`src/hdl/tibl_pkg.sv`:
```
// ----------------------------------------------------------------------------
// tibl_pkg
// Shared codes, byte constants and types of the tape image block lexer.
// ----------------------------------------------------------------------------
package tibl_pkg;

	localparam int unsigned PhaseW = 3;

	localparam logic [PhaseW-1:0] PH_START   = 3'd0;
	localparam logic [PhaseW-1:0] PH_NOA5    = 3'd1;
	localparam logic [PhaseW-1:0] PH_NAME    = 3'd2;
	localparam logic [PhaseW-1:0] PH_TYPE    = 3'd3;
	localparam logic [PhaseW-1:0] PH_HEADER  = 3'd4;
	localparam logic [PhaseW-1:0] PH_PAYLOAD = 3'd5;
	localparam logic [PhaseW-1:0] PH_AFTER   = 3'd6;
	localparam logic [PhaseW-1:0] PH_ERROR   = 3'd7;

	localparam logic [2:0] KIND_SKIP    = 3'd0;
	localparam logic [2:0] KIND_OPEN    = 3'd1;
	localparam logic [2:0] KIND_NAME    = 3'd2;
	localparam logic [2:0] KIND_CLOSE   = 3'd3;
	localparam logic [2:0] KIND_BODY    = 3'd4;
	localparam logic [2:0] KIND_DISCARD = 3'd5;

	localparam logic [2:0] ERR_NONE      = 3'd0;
	localparam logic [2:0] ERR_BAD_START = 3'd1;
	localparam logic [2:0] ERR_NAME      = 3'd2;
	localparam logic [2:0] ERR_BAD_TYPE  = 3'd3;
	localparam logic [2:0] ERR_SHORT_HDR = 3'd4;
	localparam logic [2:0] ERR_SHORT_PAY = 3'd5;

	localparam logic [1:0] FK_A = 2'd0;
	localparam logic [1:0] FK_B = 2'd1;
	localparam logic [1:0] FK_M = 2'd2;

	localparam logic [7:0] BYTE_SYNC  = 8'hA5;
	localparam logic [7:0] BYTE_A     = 8'h41;
	localparam logic [7:0] BYTE_B     = 8'h42;
	localparam logic [7:0] BYTE_M     = 8'h4D;
	localparam logic [7:0] BYTE_QUOTE = 8'h22;
	localparam logic [7:0] BYTE_ZERO  = 8'h00;

	localparam logic [2:0] HDR_LEN_A  = 3'd5;
	localparam logic [2:0] HDR_LEN_BM = 3'd3;
	localparam logic [3:0] EXTRA_A    = 4'd12;
	localparam logic [3:0] EXTRA_B    = 4'd3;
	localparam logic [3:0] EXTRA_M    = 4'd7;

	localparam int unsigned LeftW = 17;

	typedef struct packed {
		logic [7:0] echo_byte;
		logic [2:0] byte_kind;
		logic       body_first;
		logic       body_last;
		logic [2:0] error_code;
		logic       image_done;
		logic       image_ok;
	} result_t;

endpackage

```
`src/hdl/tibl_fsm.sv`:
```
// ----------------------------------------------------------------------------
// tibl_fsm
// Lexer state and per-byte classification; state advances on step.
// ----------------------------------------------------------------------------
module tibl_fsm (
	input  logic                 clk,
	input  logic                 arst_n,
	input  logic                 step,
	input  logic [7:0]           data_byte,
	input  logic                 final_byte,
	output tibl_pkg::result_t    result
);

	logic [tibl_pkg::PhaseW-1:0] phase_q, phase_d, p;
	logic [2:0]                  hidx_q, hidx_d;
	logic [7:0]                  low_q, low_d;
	logic [tibl_pkg::LeftW-1:0]  left_q, left_d;
	logic [1:0]                  fkind_q, fkind_d;
	logic [2:0]                  err_q, err_d;
	logic [2:0]                  kind, e, hlen;
	logic [3:0]                  extra;
	logic                        first, last, ok;

	always_ff @(posedge clk or negedge arst_n) begin
		if (!arst_n) begin
			phase_q <= tibl_pkg::PH_START;
			hidx_q  <= '0;
			low_q   <= '0;
			left_q  <= '0;
			fkind_q <= tibl_pkg::FK_A;
			err_q   <= tibl_pkg::ERR_NONE;
		end else if (step) begin
			phase_q <= phase_d;
			hidx_q  <= hidx_d;
			low_q   <= low_d;
			left_q  <= left_d;
			fkind_q <= fkind_d;
			err_q   <= err_d;
		end
	end

	always_comb begin
		phase_d = phase_q;
		hidx_d  = hidx_q;
		low_d   = low_q;
		left_d  = left_q;
		fkind_d = fkind_q;
		err_d   = err_q;
		kind    = tibl_pkg::KIND_DISCARD;
		first   = 1'b0;
		last    = 1'b0;
		ok      = 1'b0;
		e       = tibl_pkg::ERR_NONE;
		p       = phase_q;
		hlen    = (fkind_q == tibl_pkg::FK_A) ? tibl_pkg::HDR_LEN_A : tibl_pkg::HDR_LEN_BM;
		case (fkind_q)
			tibl_pkg::FK_A: extra = tibl_pkg::EXTRA_A;
			tibl_pkg::FK_B: extra = tibl_pkg::EXTRA_B;
			default:        extra = tibl_pkg::EXTRA_M;
		endcase

		if (p != tibl_pkg::PH_ERROR) begin
			if (p == tibl_pkg::PH_AFTER) begin
				if (data_byte == tibl_pkg::BYTE_ZERO) kind = tibl_pkg::KIND_SKIP;
				else p = tibl_pkg::PH_START;
			end
			if (p == tibl_pkg::PH_START && data_byte == tibl_pkg::BYTE_SYNC) begin
				kind    = tibl_pkg::KIND_SKIP;
				phase_d = tibl_pkg::PH_NOA5;
			end else if (p == tibl_pkg::PH_START || p == tibl_pkg::PH_NOA5) begin
				if (data_byte == tibl_pkg::BYTE_A) begin
					kind    = tibl_pkg::KIND_BODY;
					first   = 1'b1;
					fkind_d = tibl_pkg::FK_A;
					hidx_d  = 3'd1;
					phase_d = tibl_pkg::PH_HEADER;
				end else if (data_byte == tibl_pkg::BYTE_QUOTE) begin
					kind    = tibl_pkg::KIND_OPEN;
					phase_d = tibl_pkg::PH_NAME;
				end else begin
					e = tibl_pkg::ERR_BAD_START;
				end
			end else if (p == tibl_pkg::PH_NAME) begin
				if (data_byte == tibl_pkg::BYTE_ZERO) begin
					e = tibl_pkg::ERR_NAME;
				end else if (data_byte == tibl_pkg::BYTE_QUOTE) begin
					kind    = tibl_pkg::KIND_CLOSE;
					phase_d = tibl_pkg::PH_TYPE;
				end else begin
					kind = tibl_pkg::KIND_NAME;
				end
			end else if (p == tibl_pkg::PH_TYPE) begin
				if (data_byte == tibl_pkg::BYTE_A || data_byte == tibl_pkg::BYTE_B ||
						data_byte == tibl_pkg::BYTE_M) begin
					kind    = tibl_pkg::KIND_BODY;
					first   = 1'b1;
					if (data_byte == tibl_pkg::BYTE_A) fkind_d = tibl_pkg::FK_A;
					else if (data_byte == tibl_pkg::BYTE_B) fkind_d = tibl_pkg::FK_B;
					else fkind_d = tibl_pkg::FK_M;
					hidx_d  = 3'd1;
					phase_d = tibl_pkg::PH_HEADER;
				end else begin
					e = tibl_pkg::ERR_BAD_TYPE;
				end
			end else if (p == tibl_pkg::PH_HEADER) begin
				kind = tibl_pkg::KIND_BODY;
				if (hidx_q == hlen - 3'd2) low_d = data_byte;
				if (({1'b0, hidx_q} + 4'd1) >= {1'b0, hlen}) begin
					left_d  = {1'b0, data_byte, low_d} + {13'd0, extra};
					hidx_d  = '0;
					phase_d = tibl_pkg::PH_PAYLOAD;
				end else begin
					hidx_d = hidx_q + 3'd1;
				end
			end else if (p == tibl_pkg::PH_PAYLOAD) begin
				kind   = tibl_pkg::KIND_BODY;
				left_d = left_q - 17'd1;
				if (left_d == '0) begin
					last    = 1'b1;
					phase_d = tibl_pkg::PH_AFTER;
				end
			end
			if (e != tibl_pkg::ERR_NONE) begin
				kind    = tibl_pkg::KIND_DISCARD;
				first   = 1'b0;
				last    = 1'b0;
				err_d   = e;
				phase_d = tibl_pkg::PH_ERROR;
			end
		end

		if (final_byte && err_d == tibl_pkg::ERR_NONE && phase_d != tibl_pkg::PH_AFTER) begin
			if (phase_d == tibl_pkg::PH_NAME) err_d = tibl_pkg::ERR_NAME;
			else if (phase_d == tibl_pkg::PH_TYPE || phase_d == tibl_pkg::PH_HEADER)
				err_d = tibl_pkg::ERR_SHORT_HDR;
			else if (phase_d == tibl_pkg::PH_PAYLOAD) err_d = tibl_pkg::ERR_SHORT_PAY;
			else err_d = tibl_pkg::ERR_BAD_START;
		end
		if (final_byte) ok = (err_d == tibl_pkg::ERR_NONE);

		result.echo_byte  = data_byte;
		result.byte_kind  = kind;
		result.body_first = first;
		result.body_last  = last;
		result.error_code = err_d;
		result.image_done = final_byte;
		result.image_ok   = ok;

		if (final_byte) begin
			phase_d = tibl_pkg::PH_START;
			hidx_d  = '0;
			low_d   = '0;
			left_d  = '0;
			fkind_d = tibl_pkg::FK_A;
			err_d   = tibl_pkg::ERR_NONE;
		end
	end

endmodule

```
`src/hdl/tape_image_block_lexer_top.sv`:
```
// ----------------------------------------------------------------------------
// tape_image_block_lexer_top
// Tags each tape image byte and tracks file framing and errors.
// Path: each input beat passes the input reg, then the result reg, to the output beat.
// Throughput: 1 byte per cycle while m_tready does not back-pressure the output.
// Reset: arst_n async active low clears both stage valid flags and all lexer state.
// ----------------------------------------------------------------------------
module tape_image_block_lexer_top (
	input  logic        clk,
	input  logic        arst_n,
	input  logic        s_tvalid,
	output logic        s_tready,
	input  logic [7:0]  s_tdata,   // [7:0] data_byte
	input  logic        s_tlast,   // final_byte
	output logic        m_tvalid,
	input  logic        m_tready,
	output logic [15:0] m_tdata,   // [7:0] echo_byte, [8] body_first, [9] body_last,
	                               // [12:10] error_code, [13] image_ok, [15:14] zero
	output logic [2:0]  m_tuser,   // [2:0] byte_kind
	output logic        m_tlast    // image_done
);

	logic              valid_s1;
	logic [7:0]        byte_s1;
	logic              fin_s1;
	logic              out_free, advance;
	tibl_pkg::result_t res;
	tibl_pkg::result_t res_s2;
	logic              valid_s2;

	assign out_free = !valid_s2 || m_tready;
	assign advance  = valid_s1 && out_free;
	assign s_tready = !valid_s1 || advance;

	always_ff @(posedge clk or negedge arst_n) begin
		if (!arst_n) begin
			valid_s1 <= 1'b0;
		end else if (s_tready) begin
			valid_s1 <= s_tvalid;
		end
	end

	always_ff @(posedge clk) begin
		if (s_tready && s_tvalid) begin
			byte_s1 <= s_tdata;
			fin_s1  <= s_tlast;
		end
	end

	tibl_fsm u_fsm (
		.clk        (clk),
		.arst_n     (arst_n),
		.step       (advance),
		.data_byte  (byte_s1),
		.final_byte (fin_s1),
		.result     (res)
	);

	always_ff @(posedge clk or negedge arst_n) begin
		if (!arst_n) begin
			valid_s2 <= 1'b0;
		end else if (out_free) begin
			valid_s2 <= valid_s1;
		end
	end

	always_ff @(posedge clk) begin
		if (advance) res_s2 <= res;
	end

	assign m_tvalid = valid_s2;
	assign m_tdata  = {2'b00, res_s2.image_ok, res_s2.error_code, res_s2.body_last,
		res_s2.body_first, res_s2.echo_byte};
	assign m_tuser  = res_s2.byte_kind;
	assign m_tlast  = res_s2.image_done;

	a_ok_on_done: assert property (@(posedge clk) disable iff (!arst_n)
		m_tvalid && res_s2.image_ok |-> res_s2.image_done)
		else $error("image_ok without image_done");

	a_first_is_body: assert property (@(posedge clk) disable iff (!arst_n)
		m_tvalid && (res_s2.body_first || res_s2.body_last) |->
			res_s2.byte_kind == tibl_pkg::KIND_BODY)
		else $error("body marker on non-body byte");

	a_discard_has_err: assert property (@(posedge clk) disable iff (!arst_n)
		m_tvalid && res_s2.byte_kind == tibl_pkg::KIND_DISCARD |->
			res_s2.error_code != tibl_pkg::ERR_NONE)
		else $error("discarded byte without error");

	a_ready_when_empty: assert property (@(posedge clk) disable iff (!arst_n)
		!valid_s2 |-> s_tready)
		else $error("input stalled with empty output");

endmodule
```
`config.mk`:
```
export PLATFORM = sky130hd
export DESIGN_NAME = tape_image_block_lexer_top
export DESIGN_NICKNAME = d
export VERILOG_FILES = /design/src/hdl/tibl_pkg.sv /design/src/hdl/tibl_fsm.sv /design/src/hdl/tape_image_block_lexer_top.sv
export SDC_FILE = /design/constraint.sdc
export NUM_CORES = 1
export LEC_CHECK = 0
export ABC_AREA = 1
export BUFFER_PORTS_ARGS = -buffer_cell sky130_fd_sc_hd__buf_4
export CAP_MARGIN = 5
export CORE_MARGIN = 5
export CORE_UTILIZATION = 62
export CTS_BUF_LIST = sky130_fd_sc_hd__clkbuf_8
export CTS_CLUSTER_DIAMETER = 150
export CTS_CLUSTER_SIZE = 10
export DETAILED_ROUTE_END_ITERATION = 10
export GPL_ROUTABILITY_DRIVEN = 1
export PLACE_DENSITY_LB_ADDON = 0.05
export SYNTH_ARGS = -nofsm -noshare
export SYNTH_HDL_FRONTEND = slang
export SYNTH_HIERARCHICAL = 1
export SYNTH_SLANG_ARGS = --single-unit
```
`constraint.sdc`:
```
create_clock -name clk -period 4.1 [get_ports clk]
set_input_delay 0.615 -clock clk [delete_from_list [all_inputs] [get_ports clk]]
set_output_delay 0.615 -clock clk [all_outputs]
set_load 0.005 [all_outputs]
```
==> run metrics, run 1 <==
outcome complete, no violations; largest net degree at the start of global routing 39; Initial Util 63.0%; Cell Area, Synth 4210 µm²; num ports 35; DRT Pass-1 Iters 5; CTS Root Cell clkbuf_8; CP cell instances inv_1 > nand2_1 > nand2_1 > nand3_2 > o21ai_0 > inv_1 > ha_1 > nand3_1 > nand2_1 > nand2_1 > inv_1 > nor2_1 > nor2_1 > nand2_1 > nor2_1 > nand2_1 > nor3_1 > nand2_1 > nand2_1 > a21oi_1 > a21oi_1 > o22ai_1; type of destination of the critical path flip-flop; drt drc 0; Slew @ Worst Pin 1.02 ns; number of buffers created by CTS 9; Leak 2.30 nW; fill cell count 579; delay-heaviest family, CP simple AND/OR/NAND/NOR gates; Routed WL 10100 µm; max_cap viols 0; die area 8530 µm²; 1st-iter DRT viols 320; chip width 92.4 µm; fin crit period 3.37 ns; R2R depth 22; CP arrival 3.57 ns; # Post-CTS Setup Buffers 0; Num Clock Sinks 65; clock latency on the worst-skew pair 0.35 ns; post-synth top area share 22.6%; Fmax 0.296 GHz; critical path type reg -> reg; H-tree levels 3; fin. max-slew vios 0; fraction of the yosys area taken by sequential cells 41.9%; routed wire length per instance 14.8 µm; area growth from synthesis to final layout 9.52%; worst vdd ir 0.000412 V; yosys warns 6; PostCTS Resize Cnt 0; CP max-delay cell dfrtp_1; DR vias 3817; RePlAce Congestion 0.937; unrepaired setup endpoints after global routing no; PD cells 752 nW/µm²; worst hold path class in -> async; Ant. Diodes 0; final setup fails 0; Max Root-Sink Buffers 2; Layout Skew 0.0111 ns; Critical Path RT 4.30 ns; RR Endpoint u_fsm/left_q[13]; nets 617; worst-path maximum fanout 16; layout cells sized above 1 13.0%; IO Port Bufs 32; row cnt 30; cell count after synthesis 572; total core area 6680 µm²; worst reg2reg setup slack 0.73 ns; biggest cell delay along the critical path 0.41 ns; first-pass GRT wire length 17000 µm; FFs w/ async S/R, synth 58.5%; post-synth cell types 37; Crit path top cell by count nand2_1; worst path bufs/invs 3; # hold bufs at CTS 0; reg-to-reg startpoint u_fsm/fkind_q[0]; initial antenna violation count 0; crit start category flip-flop; Routed Antenna Nets 0; CTS tree built; Overflow after GRT 0; DP Wirelength 7640 µm; DR vias/cell 5.61; Final period util 82.3%; Syn Area/Cell 7.36 µm²; GRT Overall Usage 25.4%; Final Hold Viols 0; #FFs+latches synth 65; vias in the first global route 3608; EDFF count, synth 27; Yosys top cell by area dfrtp_1; top cells by area, synth dfrtp_1 (23%), edfxtp_1 (19%), nand2_1 (13%); Hold Slack 0.238 ns; Slew HR 31.9%; Worst-path clk slew 0.08 ns; Die Y 92.4 µm; setup TNS 0 ns; top_reg_cell synth dfrtp_1
-- cells in the mapped netlist, types with 4 or more instances --
master and instances:
nand2_1 144, nand3_1 35, o22ai_1 14, ha_1 8, nand2_2 5, nor2_1 64
clkbuf_1 4, inv_2 5, o21ai_0 48, dfrtp_1 38, edfxtp_1 27, nor3_1 4
a21oi_1 21, buf_4 15, nand3_2 5, nor2_2 7, nand4_1 9, inv_1 82
xor2_1 9
-- final cells by class --
class / count / area [µm²] / area share (%)
Timing Repair Buffer: 33 / 248 / 5.38
Clock inverter: 7 / 62.6 / 1.36
Multi-Input combinational cell: 399 / 1990 / 43.1
Inverter: 87 / 327 / 7.09
Clock buffer: 9 / 124 / 2.69
Sequential cell: 65 / 1760 / 38.2
Tap cell: 80 / 100 / 2.17
-- cells by family (layout without fill, tap and decap cells) --
| logic type | Yosys count | after routing | share of synthesized area [%] |
|---|---|---|---|
| buffers and inverters | 109 | 136 | 11.1 |
| flip-flops | 65 | 65 | 41.9 |
| other | 1 | 2 | 0.0891 |
| adder cells (fa/ha/maj) | 9 | 9 | 2.85 |
| AO/OA/AOI/OAI | 96 | 96 | 12.6 |
| XOR/XNOR | 11 | 11 | 2.29 |
| AND/OR/NAND/NOR | 281 | 281 | 29.2 |
-- cells in the final DEF (no fill, tap or decap), types with 8 or more instances in the layout --
cell type,n
dfrtp_1,38
o21ai_0,48
clkbuf_8,9
ha_1,8
nor2_1,64
nand2_1,144
buf_4,33
nand4_1,9
edfxtp_1,27
xor2_1,9
inv_1,83
nand3_1,35
o22ai_1,14
a21oi_1,20
-- worst max-delay path by stage --
| stage | from | endpoint | slack (ns) | cells past startpoint |
|---|---|---|---|---|
| after global placement | u_fsm/fkind_q[1] | u_fsm/left_q[14] | 1.00 | 18 |
| after global routing | u_fsm/fkind_q[0] | u_fsm/left_q[13] | 0.43 | 22 |
| final | u_fsm/fkind_q[0] | u_fsm/left_q[13] | 0.73 | 22 |
| after CTS | u_fsm/fkind_q[0] | u_fsm/left_q[13] | 0.80 | 22 |
| after detailed placement | u_fsm/fkind_q[1] | u_fsm/left_q[13] | 0.84 | 22 |
| after floorplan | m_tready | u_fsm/left_q[16] | 1.06 | 10 |
-- through the flow --
stage	utilization, %	cells	power, W	cell area [µm²]	worst slack (ns)
after floorplan	-	573	0.00250	4210	1.06
after global placement	66.2	664	0.00287	4420	1.00
after detailed placement	66.2	664	0.00291	4420	0.845
after CTS	69.0	680	0.00345	4610	0.804
after global routing	69.0	680	0.00382	4610	0.430
final	69.0	680	0.00346	4610	0.727
-- metal layers --
| metal | global-route usage [%] | up-vias | part of all wire, % |
|---|---|---|---|
| met3 | 4.71 | 16 | 6.9 |
| met2 | 39.2 | 172 | 46 |
| met1 | 35.1 | 1736 | 46 |
| met5 | 0 | - | 0 |
| li1 | - | 1893 | - |
| met4 | 10.3 | 0 | 1.9 |
-- report_power, final --
part | leakage, nW | total, W | internal [W] | switching (W)
Clock | 0.104 | 0.000526 | 0.000275 | 0.000251
Combinational | 1.44 | 0.00192 | 0.000641 | 0.00128
Sequential | 0.762 | 0.00102 | 0.000877 | 0.000141
-- sequential cells by signal (all words and copies together) (netlist names) --
register / count
byte_s1: 8
m_tdata: 14
u_fsm/phase_q: 3
u_fsm/low_q: 8
m_tlast: 1
valid_s1: 1
u_fsm/left_q: 17
m_tvalid: 1
u_fsm/hidx_q: 3
m_tuser: 3
fin_s1: 1
u_fsm/fkind_q: 2
u_fsm/err_q: 3
Power figures use the tool's default switching activity.
==> run 2, diff against run 1 <==
CORE_UTILIZATION = 56   (was 62)
clock period = 3.1 ns   (was 4.1 ns; I/O delays follow)
==> run metrics, run 2 (synthesized netlist as in run 1, its figures left out) <==
worst reg2reg setup slack 0.18 ns (-0.54 ns); Ant. Diodes 0 (unchanged); Leak 2.36 nW (+2.4%); sequential share of power 27.5% (-1.9 points); 1st-iter DRT viols 394 (+23%); total core area 7290 µm² (+9.1%); final setup fails 0 (unchanged); area growth from synthesis to final layout 14.2%; Die Y 96.7 µm (+4.7%); commonest non-fill, non-tap cell in the layout nand2_1; reg-to-reg startpoint u_fsm/hidx_q[0]; worst-path maximum fanout 8 (-8); layout cells sized above 1 16.5% (+3.5 points); max reg flops 17 (unchanged); DR vias/cell 5.44 (-3.1%); switching part of the total 46.9% (-1.4 points); Clk pwr share 17.9% (+2.7 points); number of buffers created by CTS 9 (unchanged); critical path type reg -> reg; first-pass GRT wire length 16900 µm (-1.1%); RR Endpoint u_fsm/left_q[15]; fin crit period 2.92 ns (-0.457 ns); Overflow after GRT 0 (unchanged); clock latency on the worst-skew pair 0.34 ns (about the same); R2R depth 18 (-18%); Num Clock Sinks 65 (unchanged); PD cells 1020 nW/µm² (+36%); Critical Path RT 3.31 ns (-0.99 ns); chip width 96.7 µm (+4.7%); die area 9350 µm² (+9.5%); Largest Register u_fsm/left_q; Place WS 0.0246 ns (-0.820 ns); P_int 0.00260 W (+45%); Layout Skew 0.00904 ns (-0.00204 ns); worst setup margin 0.184 ns (-0.543 ns); worst hold path class in -> async; outcome complete, no violations; max_cap viols 0 (unchanged); Routed Antenna Nets 0 (unchanged); RePlAce Congestion 0.939 (+0.19%); DP Wirelength 7660 µm (+0.30%); CTS tree built; nets 624 (+1.1%); Slew @ Worst Pin 0.666 ns (-0.355 ns); Comb power frac 54.7% (-0.7 points); Net Switching 0.00230 W (+37%); row cnt 31 (+3.3%); Fmax 0.343 GHz (+16%); drt drc 0 (unchanged); IO Port Bufs 32 (unchanged); DR vias 3839 (+0.58%); type of destination of the critical path flip-flop; routed wire length per instance 14.5 µm (-2.3%); fin. max-slew vios 0 (unchanged); Initial Util 57.7% (-5.3 points); num ports 35 (unchanged); CTS Root Cell clkbuf_8; CP arrival 3.13 ns (-0.44 ns); fill cell count 638 (+10%); Worst-path clk slew 0.07 ns (about the same); setup TNS 0 ns (unchanged); commonest cells after routing, fill and taps aside nand2_1 (141), inv_1 (82), nor2_1 (61), o21ai_0 (44), buf_4 (39); Max Root-Sink Buffers 2 (unchanged); initial antenna violation count 0 (unchanged); DRT Pass-1 Iters 5 (unchanged); Final period util 94.1% (+12 points); Slew HR 55.6% (+24 points); vias in the first global route 3549 (-1.6%); largest net degree at the start of global routing 39 (unchanged); Reg area 1760 µm² (about the same); GRT Overall Usage 22.1% (-3.3 points); # hold bufs at CTS 0 (unchanged); Final Hold Viols 0 (unchanged); H-tree levels 3 (unchanged); Routed WL 10200 µm (+1.4%); footprint of the multi-input gates 2040 µm² (+3.0%); worst vdd ir 0.000462 V (+12%); crit start category flip-flop; Final Power 0.00490 W (+41%)
run 2: metrics by stage:
stage               area (µm²)  utilization [%]  instances  hold slack, ns
floorplan                 4210                -        573           0.169
global placement          4480             61.5        688           0.473
detailed placement        4480             61.5        688           0.475
CTS                       4730             64.8        704          0.0977
global route              4800             65.9        706           0.120
finish                    4800             65.9        706          0.0963
run 2: critical path: stages, from the launching register on:
cell	delay [ns]
dfrtp_1	0.38
inv_1	0.09
nor2_1	0.21
nand3_4	0.15
nand2_1	0.08
o21ai_1	0.09
ha_1	0.36
nand3_1	0.09
nand2_1	0.08
nand2_1	0.05
inv_1	0.06
nor2_1	0.04
nor2_2	0.14
nand4_1	0.17
nor3_2	0.30
nand2_1	0.11
xor2_1	0.16
a21oi_1	0.14
o22ai_1	0.09
run 2: power by group through the flow:
stage,logic (W),registers [W],clock network (W)
2_1_floorplan,0.00200,0.00131,0
3_3_place_gp,0.00250,0.00135,0
3_5_place_dp,0.00253,0.00135,0
4_1_cts,0.00255,0.00134,0.000888
5_1_grt,0.00301,0.00137,0.000938
6_report,0.00268,0.00134,0.000874
run 2: area by class of cell:
cell class                      instances  share of cell area [%]
Clock buffer                            9                    2.58
Inverter                               87                    6.80
Clock inverter                          7                    2.47
Timing Repair Buffer                   40                    6.33
Multi-Input combinational cell        399                    42.6
Tap cell                               99                    2.58
Sequential cell                        65                    36.7
run 2: repair_timing:
action                                  CTS  global route
resized for setup                         0            23
endpoints found under the setup margin    0            18
buffers inserted                          0             2
run 2: how the worst max path moves through the flow:
stage               cells past startpoint               end             start
floorplan                              19  u_fsm/left_q[14]  u_fsm/fkind_q[1]
global placement                       19  u_fsm/left_q[15]  u_fsm/fkind_q[1]
detailed placement                     18  u_fsm/left_q[14]  u_fsm/fkind_q[0]
CTS                                    18  u_fsm/left_q[14]  u_fsm/fkind_q[0]
global route                           17  u_fsm/left_q[15]   u_fsm/hidx_q[0]
finish                                 18  u_fsm/left_q[15]   u_fsm/hidx_q[0]
run 2: metal layers:
layer	part of all wire [%]	vias up	GRT usage, %
met5	0	-	0
met4	1.5	0	7.99
met3	7.1	13	3.02
met2	44	152	35.0
met1	47	1768	30.9
li1	-	1906	-
